===== src/hdl/gcs_pkg.sv =====
package gcs_pkg;

	// Dimension and glyph-count limits
	localparam int MAX_DIM    = 4096;
	localparam int MAX_GLYPHS = 256;

	// Field and register widths
	localparam int THR_W = 8;
	localparam int DIM_W = 13;
	localparam int CNT_W = 9;
	localparam int POS_W = 12;
	localparam int IDX_W = 8;
	localparam int CH_W  = 8;
	localparam int SUM_W = 10;

	localparam logic [DIM_W-1:0] DIM_MAX_V = DIM_W'(MAX_DIM);
	localparam logic [CNT_W-1:0] CNT_MAX_V = CNT_W'(MAX_GLYPHS);

	// Configuration register indexes
	typedef enum logic [1:0] {
		CFG_THRESHOLD = 2'd0,
		CFG_WIDTH     = 2'd1,
		CFG_HEIGHT    = 2'd2,
		CFG_COUNT     = 2'd3
	} cfg_reg_t;

	// Segmenter state: seeking a glyph start or inside a glyph
	typedef enum logic [1:0] {
		ST_SEEK   = 2'b01,
		ST_INSIDE = 2'b10
	} seg_state_t;

	// One segmented glyph
	typedef struct packed {
		logic [IDX_W-1:0] glyph_index;
		logic [POS_W-1:0] start_column;
		logic [POS_W-1:0] glyph_width;
		logic             last_glyph;
	} glyph_rec_t;

	function automatic logic [DIM_W-1:0] clamp_dim(input logic [DIM_W-1:0] v);
		logic [DIM_W-1:0] r;
		r = v;
		if (v == '0)
			r = DIM_W'(1);
		else if (v > DIM_MAX_V)
			r = DIM_MAX_V;
		return r;
	endfunction

endpackage


===== src/hdl/glyph_column_segmenter.sv =====
// An accepted pixel is registered; a glyph it closes then loads the result register.
// Throughput: one pixel per cycle; the pixel stage stalls only when it closes a
// glyph while the previous result is still waiting in the result register.
// Reset (arst_n low, asynchronous): all pipeline valids cleared, scan restarts at
// column 0 seeking a glyph, registers return to threshold 0, size 1x1, count 0.
module glyph_column_segmenter import gcs_pkg::*; (
	input  logic             clk,
	input  logic             arst_n,
	input  logic             cfg_write,
	input  logic [1:0]       cfg_index,
	input  logic [DIM_W-1:0] cfg_data,
	input  logic             in_valid,
	output logic             in_ready,
	input  logic [CH_W-1:0]  mask_red,
	input  logic [CH_W-1:0]  mask_green,
	input  logic [CH_W-1:0]  mask_blue,
	output logic             out_valid,
	input  logic             out_ready,
	output logic [IDX_W-1:0] glyph_index,
	output logic [POS_W-1:0] start_column,
	output logic [POS_W-1:0] glyph_width,
	output logic             last_glyph
);

	logic [THR_W-1:0] alpha_threshold_q;
	logic [DIM_W-1:0] image_width_q;
	logic [DIM_W-1:0] image_height_q;
	logic [CNT_W-1:0] glyph_count_q;

	logic       valid_s1;
	logic       inked;
	logic       emit;
	logic       advance;
	logic       step;
	glyph_rec_t rec;

	// Configuration registers
	always_ff @(posedge clk or negedge arst_n) begin
		if (!arst_n) begin
			alpha_threshold_q <= '0;
			image_width_q     <= DIM_W'(1);
			image_height_q    <= DIM_W'(1);
			glyph_count_q     <= '0;
		end else if (cfg_write) begin
			case (cfg_reg_t'(cfg_index))
				CFG_THRESHOLD: alpha_threshold_q <= cfg_data[THR_W-1:0];
				CFG_WIDTH:     image_width_q     <= cfg_data;
				CFG_HEIGHT:    image_height_q    <= cfg_data;
				CFG_COUNT:     glyph_count_q     <= cfg_data[CNT_W-1:0];
				default:       ;
			endcase
		end
	end

	// Move the pixel on unless it produces a result that has nowhere to go
	assign advance = !emit || !out_valid || out_ready;
	assign step    = valid_s1 && advance;

	gcs_pixel_stage u_pixel (
		.clk        (clk),
		.arst_n     (arst_n),
		.in_valid   (in_valid),
		.in_ready   (in_ready),
		.mask_red   (mask_red),
		.mask_green (mask_green),
		.mask_blue  (mask_blue),
		.threshold  (alpha_threshold_q),
		.advance    (advance),
		.valid_s1   (valid_s1),
		.inked      (inked)
	);

	gcs_scan_ctrl u_scan (
		.clk          (clk),
		.arst_n       (arst_n),
		.image_width  (image_width_q),
		.image_height (image_height_q),
		.glyph_count  (glyph_count_q),
		.valid_s1     (valid_s1),
		.inked        (inked),
		.step         (step),
		.emit         (emit),
		.rec          (rec)
	);

	gcs_out_reg u_out (
		.clk          (clk),
		.arst_n       (arst_n),
		.load         (step && emit),
		.rec          (rec),
		.out_valid    (out_valid),
		.out_ready    (out_ready),
		.glyph_index  (glyph_index),
		.start_column (start_column),
		.glyph_width  (glyph_width),
		.last_glyph   (last_glyph)
	);

endmodule


===== src/hdl/gcs_pixel_stage.sv =====
module gcs_pixel_stage import gcs_pkg::*; (
	input  logic             clk,
	input  logic             arst_n,
	input  logic             in_valid,
	output logic             in_ready,
	input  logic [CH_W-1:0]  mask_red,
	input  logic [CH_W-1:0]  mask_green,
	input  logic [CH_W-1:0]  mask_blue,
	input  logic [THR_W-1:0] threshold,
	input  logic             advance,
	output logic             valid_s1,
	output logic             inked
);

	logic [CH_W-1:0]  red_s1;
	logic [CH_W-1:0]  green_s1;
	logic [CH_W-1:0]  blue_s1;
	logic [SUM_W-1:0] sum;
	logic [SUM_W-1:0] limit;
	logic             accept;

	assign in_ready = !valid_s1 || advance;
	assign accept   = in_valid && in_ready;

	// Hold the stage valid until the item moves on
	always_ff @(posedge clk or negedge arst_n) begin
		if (!arst_n)
			valid_s1 <= 1'b0;
		else if (accept)
			valid_s1 <= 1'b1;
		else if (advance)
			valid_s1 <= 1'b0;
	end

	// Capture the pixel bytes
	always_ff @(posedge clk) begin
		if (accept) begin
			red_s1   <= mask_red;
			green_s1 <= mask_green;
			blue_s1  <= mask_blue;
		end
	end

	// floor(sum/3) > t is the same as sum > 3t+2
	assign sum   = SUM_W'(red_s1) + SUM_W'(green_s1) + SUM_W'(blue_s1);
	assign limit = {1'b0, threshold, 1'b0} + SUM_W'(threshold) + SUM_W'(2);
	assign inked = sum > limit;

endmodule


===== src/hdl/gcs_scan_ctrl.sv =====
module gcs_scan_ctrl import gcs_pkg::*; (
	input  logic             clk,
	input  logic             arst_n,
	input  logic [DIM_W-1:0] image_width,
	input  logic [DIM_W-1:0] image_height,
	input  logic [CNT_W-1:0] glyph_count,
	input  logic             valid_s1,
	input  logic             inked,
	input  logic             step,
	output logic             emit,
	output glyph_rec_t       rec
);

	logic [POS_W-1:0] column_pos_q;
	logic [POS_W-1:0] row_pos_q;
	logic             column_inked_q;
	seg_state_t       state_q;
	logic [POS_W-1:0] glyph_start_q;
	logic [CNT_W-1:0] glyphs_found_q;
	logic             scan_done_q;

	logic [DIM_W-1:0] w;
	logic [DIM_W-1:0] h;
	logic [CNT_W-1:0] cnt;
	logic             ink_any;
	logic             col_end;
	logic             open_glyph;
	logic             close_glyph;
	logic [CNT_W-1:0] found_inc;
	logic [CNT_W-1:0] found_next;
	logic             stop;

	// Effective limits
	assign w   = clamp_dim(image_width);
	assign h   = clamp_dim(image_height);
	assign cnt = (glyph_count > CNT_MAX_V) ? CNT_MAX_V : glyph_count;

	// Column end and glyph boundary decisions
	assign ink_any     = column_inked_q || inked;
	assign col_end     = ({1'b0, row_pos_q} + DIM_W'(1)) >= h;
	assign open_glyph  = col_end && (state_q == ST_SEEK) && ink_any;
	assign close_glyph = col_end && (state_q == ST_INSIDE) && !ink_any;
	assign found_inc   = glyphs_found_q + CNT_W'(1);
	assign found_next  = close_glyph ? found_inc : glyphs_found_q;
	assign stop        = (found_next >= cnt) ||
	                     (({1'b0, column_pos_q} + DIM_W'(1)) >= w);

	assign emit = valid_s1 && !scan_done_q && close_glyph;

	always_comb begin
		rec.glyph_index  = glyphs_found_q[IDX_W-1:0];
		rec.start_column = glyph_start_q;
		rec.glyph_width  = column_pos_q - glyph_start_q;
		rec.last_glyph   = found_inc >= cnt;
	end

	// Advance scan position and glyph state per item
	always_ff @(posedge clk or negedge arst_n) begin
		if (!arst_n) begin
			column_pos_q   <= '0;
			row_pos_q      <= '0;
			column_inked_q <= 1'b0;
			state_q        <= ST_SEEK;
			glyph_start_q  <= '0;
			glyphs_found_q <= '0;
			scan_done_q    <= 1'b0;
		end else if (step && !scan_done_q) begin
			if (!col_end) begin
				row_pos_q      <= row_pos_q + POS_W'(1);
				column_inked_q <= ink_any;
			end else begin
				if (open_glyph) begin
					state_q       <= ST_INSIDE;
					glyph_start_q <= column_pos_q;
				end else if (close_glyph) begin
					state_q <= ST_SEEK;
				end
				glyphs_found_q <= found_next;
				row_pos_q      <= '0;
				column_inked_q <= 1'b0;
				if (stop)
					scan_done_q <= 1'b1;
				else
					column_pos_q <= column_pos_q + POS_W'(1);
			end
		end
	end

endmodule


===== src/hdl/gcs_out_reg.sv =====
module gcs_out_reg import gcs_pkg::*; (
	input  logic             clk,
	input  logic             arst_n,
	input  logic             load,
	input  glyph_rec_t       rec,
	output logic             out_valid,
	input  logic             out_ready,
	output logic [IDX_W-1:0] glyph_index,
	output logic [POS_W-1:0] start_column,
	output logic [POS_W-1:0] glyph_width,
	output logic             last_glyph
);

	glyph_rec_t rec_q;

	// Hold the result until taken; a new load replaces a taken one
	always_ff @(posedge clk or negedge arst_n) begin
		if (!arst_n)
			out_valid <= 1'b0;
		else if (load)
			out_valid <= 1'b1;
		else if (out_ready)
			out_valid <= 1'b0;
	end

	always_ff @(posedge clk) begin
		if (load)
			rec_q <= rec;
	end

	assign glyph_index  = rec_q.glyph_index;
	assign start_column = rec_q.start_column;
	assign glyph_width  = rec_q.glyph_width;
	assign last_glyph   = rec_q.last_glyph;

endmodule


===== config.mk =====
export PLATFORM = sky130hd
export DESIGN_NAME = glyph_column_segmenter
export DESIGN_NICKNAME = d
export VERILOG_FILES = /design/src/hdl/gcs_pkg.sv /design/src/hdl/glyph_column_segmenter.sv /design/src/hdl/gcs_pixel_stage.sv /design/src/hdl/gcs_scan_ctrl.sv /design/src/hdl/gcs_out_reg.sv
export SDC_FILE = /design/constraint.sdc
export NUM_CORES = 1
export LEC_CHECK = 0
export ABC_AREA = 0
export BUFFER_PORTS_ARGS = -buffer_cell sky130_fd_sc_hd__buf_2
export CORE_MARGIN = 2
export CORE_UTILIZATION = 50
export CTS_CLUSTER_DIAMETER = 200
export CTS_CLUSTER_SIZE = 12
export DETAILED_ROUTE_END_ITERATION = 10
export GPL_ROUTABILITY_DRIVEN = 1
export PLACE_DENSITY = 0.84
export SLEW_MARGIN = 25
export SYNTH_ARGS = -nofsm -noshare
export SYNTH_HDL_FRONTEND = slang
export SYNTH_SLANG_ARGS = --single-unit

===== constraint.sdc =====
create_clock -name clk -period 6.24 [get_ports clk]
set_input_delay 0 -clock clk [delete_from_list [all_inputs] [get_ports clk]]
set_output_delay 0 -clock clk [all_outputs]
set_load 0.02 [all_outputs]

==> metrics.csv <==
stage,metric,value,unit
route,routed wire length per instance,16.4,um
timing,Worst Max-Slew Pin Slew,0.808,ns
power,Pleak,4.93,nW
place,Area after DPL,0.00960,mm^2
worst_hold_path,Hold Path Depth,4,
power,overall power,4.12,mW
layout,layout cells sized above 1,25.4,%
floorplan,row cnt,48,
clocking,Clock Tree Root,clkbuf_16,
floorplan,core area,0.0172,mm^2
floorplan,chip width,137,um
power,switching portion of total power,37.3,%
power,Combinational Power Share,41.7,%
worst_setup_path,"Worst Path Class, Setup",flop to flop,
synth,mapped cell area,0.00879,mm^2
global_routing,first-pass GRT wire length,31.3,mm
timing,Hold Worst Slack,0.0220,ns
route,DR iter-0 viols,300,
worst_hold_path,Hold Path End,u_scan.state_q[1]$_DFFE_PN0P_,
synth,Avg Inst Size Synth,11.0,um^2
clocking,Num CTS Buffers,17,
power,Cell Int Power,2.58,mW
timing,"Slew Viols, Final",0,
clocking,Clock Latency Late Sink,0.44,ns
timing,Setup WS post-layout,-0.391,ns
timing,Final TNS setup,-3.94,ns
clocking,clk buf depth,2,
timing,Max-slew headroom,45.6,%
layout,Area Overhead vs Synth,23.1,%
floorplan,Ports,79,
synth,Synth Flop Type,dfrtp_1,
outcome,failing checks,setup timing,
global_routing,largest net degree at the start of global routing,64,
global_routing,grt ovf,0,
clocking,htree depth,4,
place,DP Worst Slack,-0.430,ns
worst_setup_path,CP Max Fanout,6,
worst_hold_path,Hold Startpoint,out_ready,
layout,fill count,1313,
worst_setup_path,r2r setup slk,-0.39,ns
floorplan,die height,137,um
layout,Post-layout nets,1099,
worst_setup_path,"Slowest-stage cell, CP",or4b_4,
floorplan,starting density of the core,51.0,%
worst_setup_path,"Arr. time, crit path",6.98,ns
global_routing,Total GRT Usage,21.6,%
global_routing,initial antenna violation count,3,
power,P per Cell Area,381,mW/mm^2
power,part of the power in registers,32.3,%
power,clock power share,26.0,%
floorplan,DIE AREA,0.0186,mm^2
worst_setup_path,r2r endpoint,u_scan.column_pos_q[8]$_DFFE_PN0P_,
synth,register area share after synthesis,46.3,%
route,"wirelength, routed",19.6,mm
global_routing,number of global-route vias before repair,6564,
timing,Final Setup Violations,12,
synth,"flops & latches, synth",151,
worst_setup_path,CP Launch Type,flop,
route,DR vias/cell,5.39,
timing,Worst Skew,0.0151,ns
route,post-route ant nets,0,
worst_setup_path,delay of the slowest critical-path stage,0.63,ns
place,RD Place Congestion,0.876,
worst_setup_path,Critical Path Source,u_pixel.green_s1[0]$_DFFE_PP_,
clocking,clk slew on worst S/H paths,0.06,ns
worst_setup_path,CP Capture Type,flop,
worst_setup_path,r2r startpoint,u_pixel.green_s1[0]$_DFFE_PP_,
synth,Synth area leaders,"dfrtp_1, edfxtp_1, ha_1",
worst_setup_path,FF-to-FF path depth,32,
power,Psw,1.54,mW
synth,Ys Warns,0,
route,via count,6424,
timing,RSZ-0062 raised after global routing,true,
route,DRC Markers,0,
timing,Final Hold Viols,0,
synth,Synth Instances,800,
layout,"Design Area, Final",0.0108,mm^2
synth,Syn Nets,947,
synth,ys async rst share,62.3,%
synth,Synth top area share,25.9,%
timing,"Min Clock Period, post-route",6.63,ns
clocking,TritonCTS clock tree,built,
worst_setup_path,Crit path required time,6.59,ns
place,hpwl dp,12.9,mm
synth,Synth area leader,dfrtp_1,
timing,final worst path period share,106,%
synth,"EDFF count, synth",57,
worst_hold_path,path type of the worst min-delay path,primary input to flop,
route,Initial DRT Pass Iterations,5,
synth,library cells used by synthesis,56,
flow_run,max-cap violations,0,
power,Max VDD drop,0.251,mV
timing,Fmax,151,MHz
outcome,status,finished with violations,
clocking,clock sinks,151,
place,port bufs,78,
## how the worst max path moves through the flow
stage / end / slack (ns) / cells past startpoint
after global placement: u_scan.column_pos_q[6]$_DFFE_PN0P_ / -0.16 / 30
after global routing: u_scan.column_pos_q[8]$_DFFE_PN0P_ / -0.79 / 32
after floorplan: u_scan.column_pos_q[7]$_DFFE_PN0P_ / 0.01 / 32
after CTS: u_scan.column_pos_q[10]$_DFFE_PN0P_ / -0.17 / 31
after detailed placement: u_scan.column_pos_q[6]$_DFFE_PN0P_ / -0.43 / 30
final: u_scan.column_pos_q[8]$_DFFE_PN0P_ / -0.39 / 32
## cells by family (layout without fill, tap and decap cells)
logic type / Yosys count / in the layout / synth area share, %
compound gates: 120 / 120 / 8.29
xor+xnor: 79 / 79 / 7.88
fa+ha+maj: 103 / 103 / 15.0
buf+inv: 73 / 237 / 3.22
flops: 151 / 151 / 46.3
mux: 59 / 59 / 7.50
other cells: 0 / 1 / 0
simple gates: 215 / 216 / 11.8
## cell usage in the layout (no fill, tap or decap), types with 10 or more instances in the layout
| cell type | n |
|---|---|
| ha_1 | 98 |
| dfrtp_1 | 91 |
| buf_2 | 77 |
| nand2_1 | 69 |
| edfxtp_1 | 57 |
| mux2_2 | 54 |
| inv_1 | 52 |
| xor2_1 | 43 |
| dlygate4sd3_1 | 39 |
| xnor2_1 | 36 |
| a21oi_1 | 34 |
| buf_4 | 32 |
| nor2_1 | 31 |
| o21ai_0 | 30 |
| nand3_1 | 20 |
| nor3_1 | 18 |
| clkbuf_16 | 17 |
| nor2b_1 | 12 |
| a21o_1 | 10 |
## synthesized netlist by cell type, drive strengths merged, types with 7 or more instances
cell,instances
nor2b,12
ha,99
nand4,7
clkbuf,13
nor2,48
a21o,10
a21oi,40
edfxtp,57
inv,53
xnor2,36
nand2b,9
o21ai,39
nand3,21
nor4,8
mux2,55
xor2,43
dfrtp,91
nor3,20
nand2,69
## flip-flops by register name, indices dropped and copies added, names as in the netlist, 2 cells and up
| register | flops |
|---|---|
| u_pixel.green_s1 | 8 |
| u_pixel.red_s1 | 8 |
| u_scan.row_pos_q | 12 |
| u_scan.glyph_start_q | 12 |
| u_scan.state_q | 2 |
| u_scan.glyphs_found_q | 9 |
| glyph_count_q | 9 |
| image_height_q | 13 |
| u_out.glyph_width | 12 |
| u_out.start_column | 12 |
| u_scan.column_pos_q | 12 |
| image_width_q | 13 |
| u_out.glyph_index | 8 |
| u_pixel.blue_s1 | 8 |
| alpha_threshold_q | 8 |
## cell type report
class | count | area [um^2] | area share (%)
Clock buffer | 17 | 425 | 3.93
Multi-Input combinational cell | 577 | 4600 | 42.6
Sequential cell | 151 | 4070 | 37.6
Inverter | 54 | 203 | 1.87
Tap cell | 225 | 282 | 2.60
Timing Repair Buffer | 151 | 1050 | 9.71
Clock inverter | 15 | 180 | 1.67
Antenna cell | 1 | 2.50 | 0.0231
## worst max-delay path, delay by kind of cell (launching register included)
family,cells,cell delay (ns)
compound gates,9,1.60
xor+xnor,3,0.49
fa+ha+maj,5,1.40
buf+inv,4,0.52
flops,1,0.34
simple gates,11,2.18
## metal layers
| layer | vias to the layer above | track usage (%) | wire length (um) |
|---|---|---|---|
| met3 | 31 | 4.59 | 852 |
| met1 | 3095 | 24.9 | 7980 |
| met2 | 154 | 39.3 | 10400 |
| li1 | 3140 | - | - |
| met5 | - | 0 | 27 |
| met4 | 4 | 7.64 | 325 |
## timing repair
item | in CTS | in global routing
hold endpoints to repair | 99 | 0
pin swaps | 20 | 21
gates cloned | 1 | 0
endpoints found under the setup margin | 12 | 13
resized for setup | 24 | 20
buffers inserted | 3 | 4
hold buffers | 39 | 0
## through the flow
| stage | instances | utilization (%) |
|---|---|---|
| floorplan | 800 | - |
| global placement | 1111 | 55.7 |
| detailed placement | 1111 | 55.7 |
| CTS | 1186 | 62.1 |
| global route | 1191 | 62.7 |
| finish | 1191 | 62.7 |
## power by group through the flow
stage / registers, mW / logic [mW] / clock network, mW
final: 1.33 / 1.72 / 1.07
after global routing: 1.35 / 1.95 / 1.13
after CTS: 1.32 / 1.65 / 1.07
after detailed placement: 1.34 / 1.52 / 0
after global placement: 1.33 / 1.44 / 0
after floorplan: 1.29 / 1.15 / 0
(Power assumes the default switching activity.)
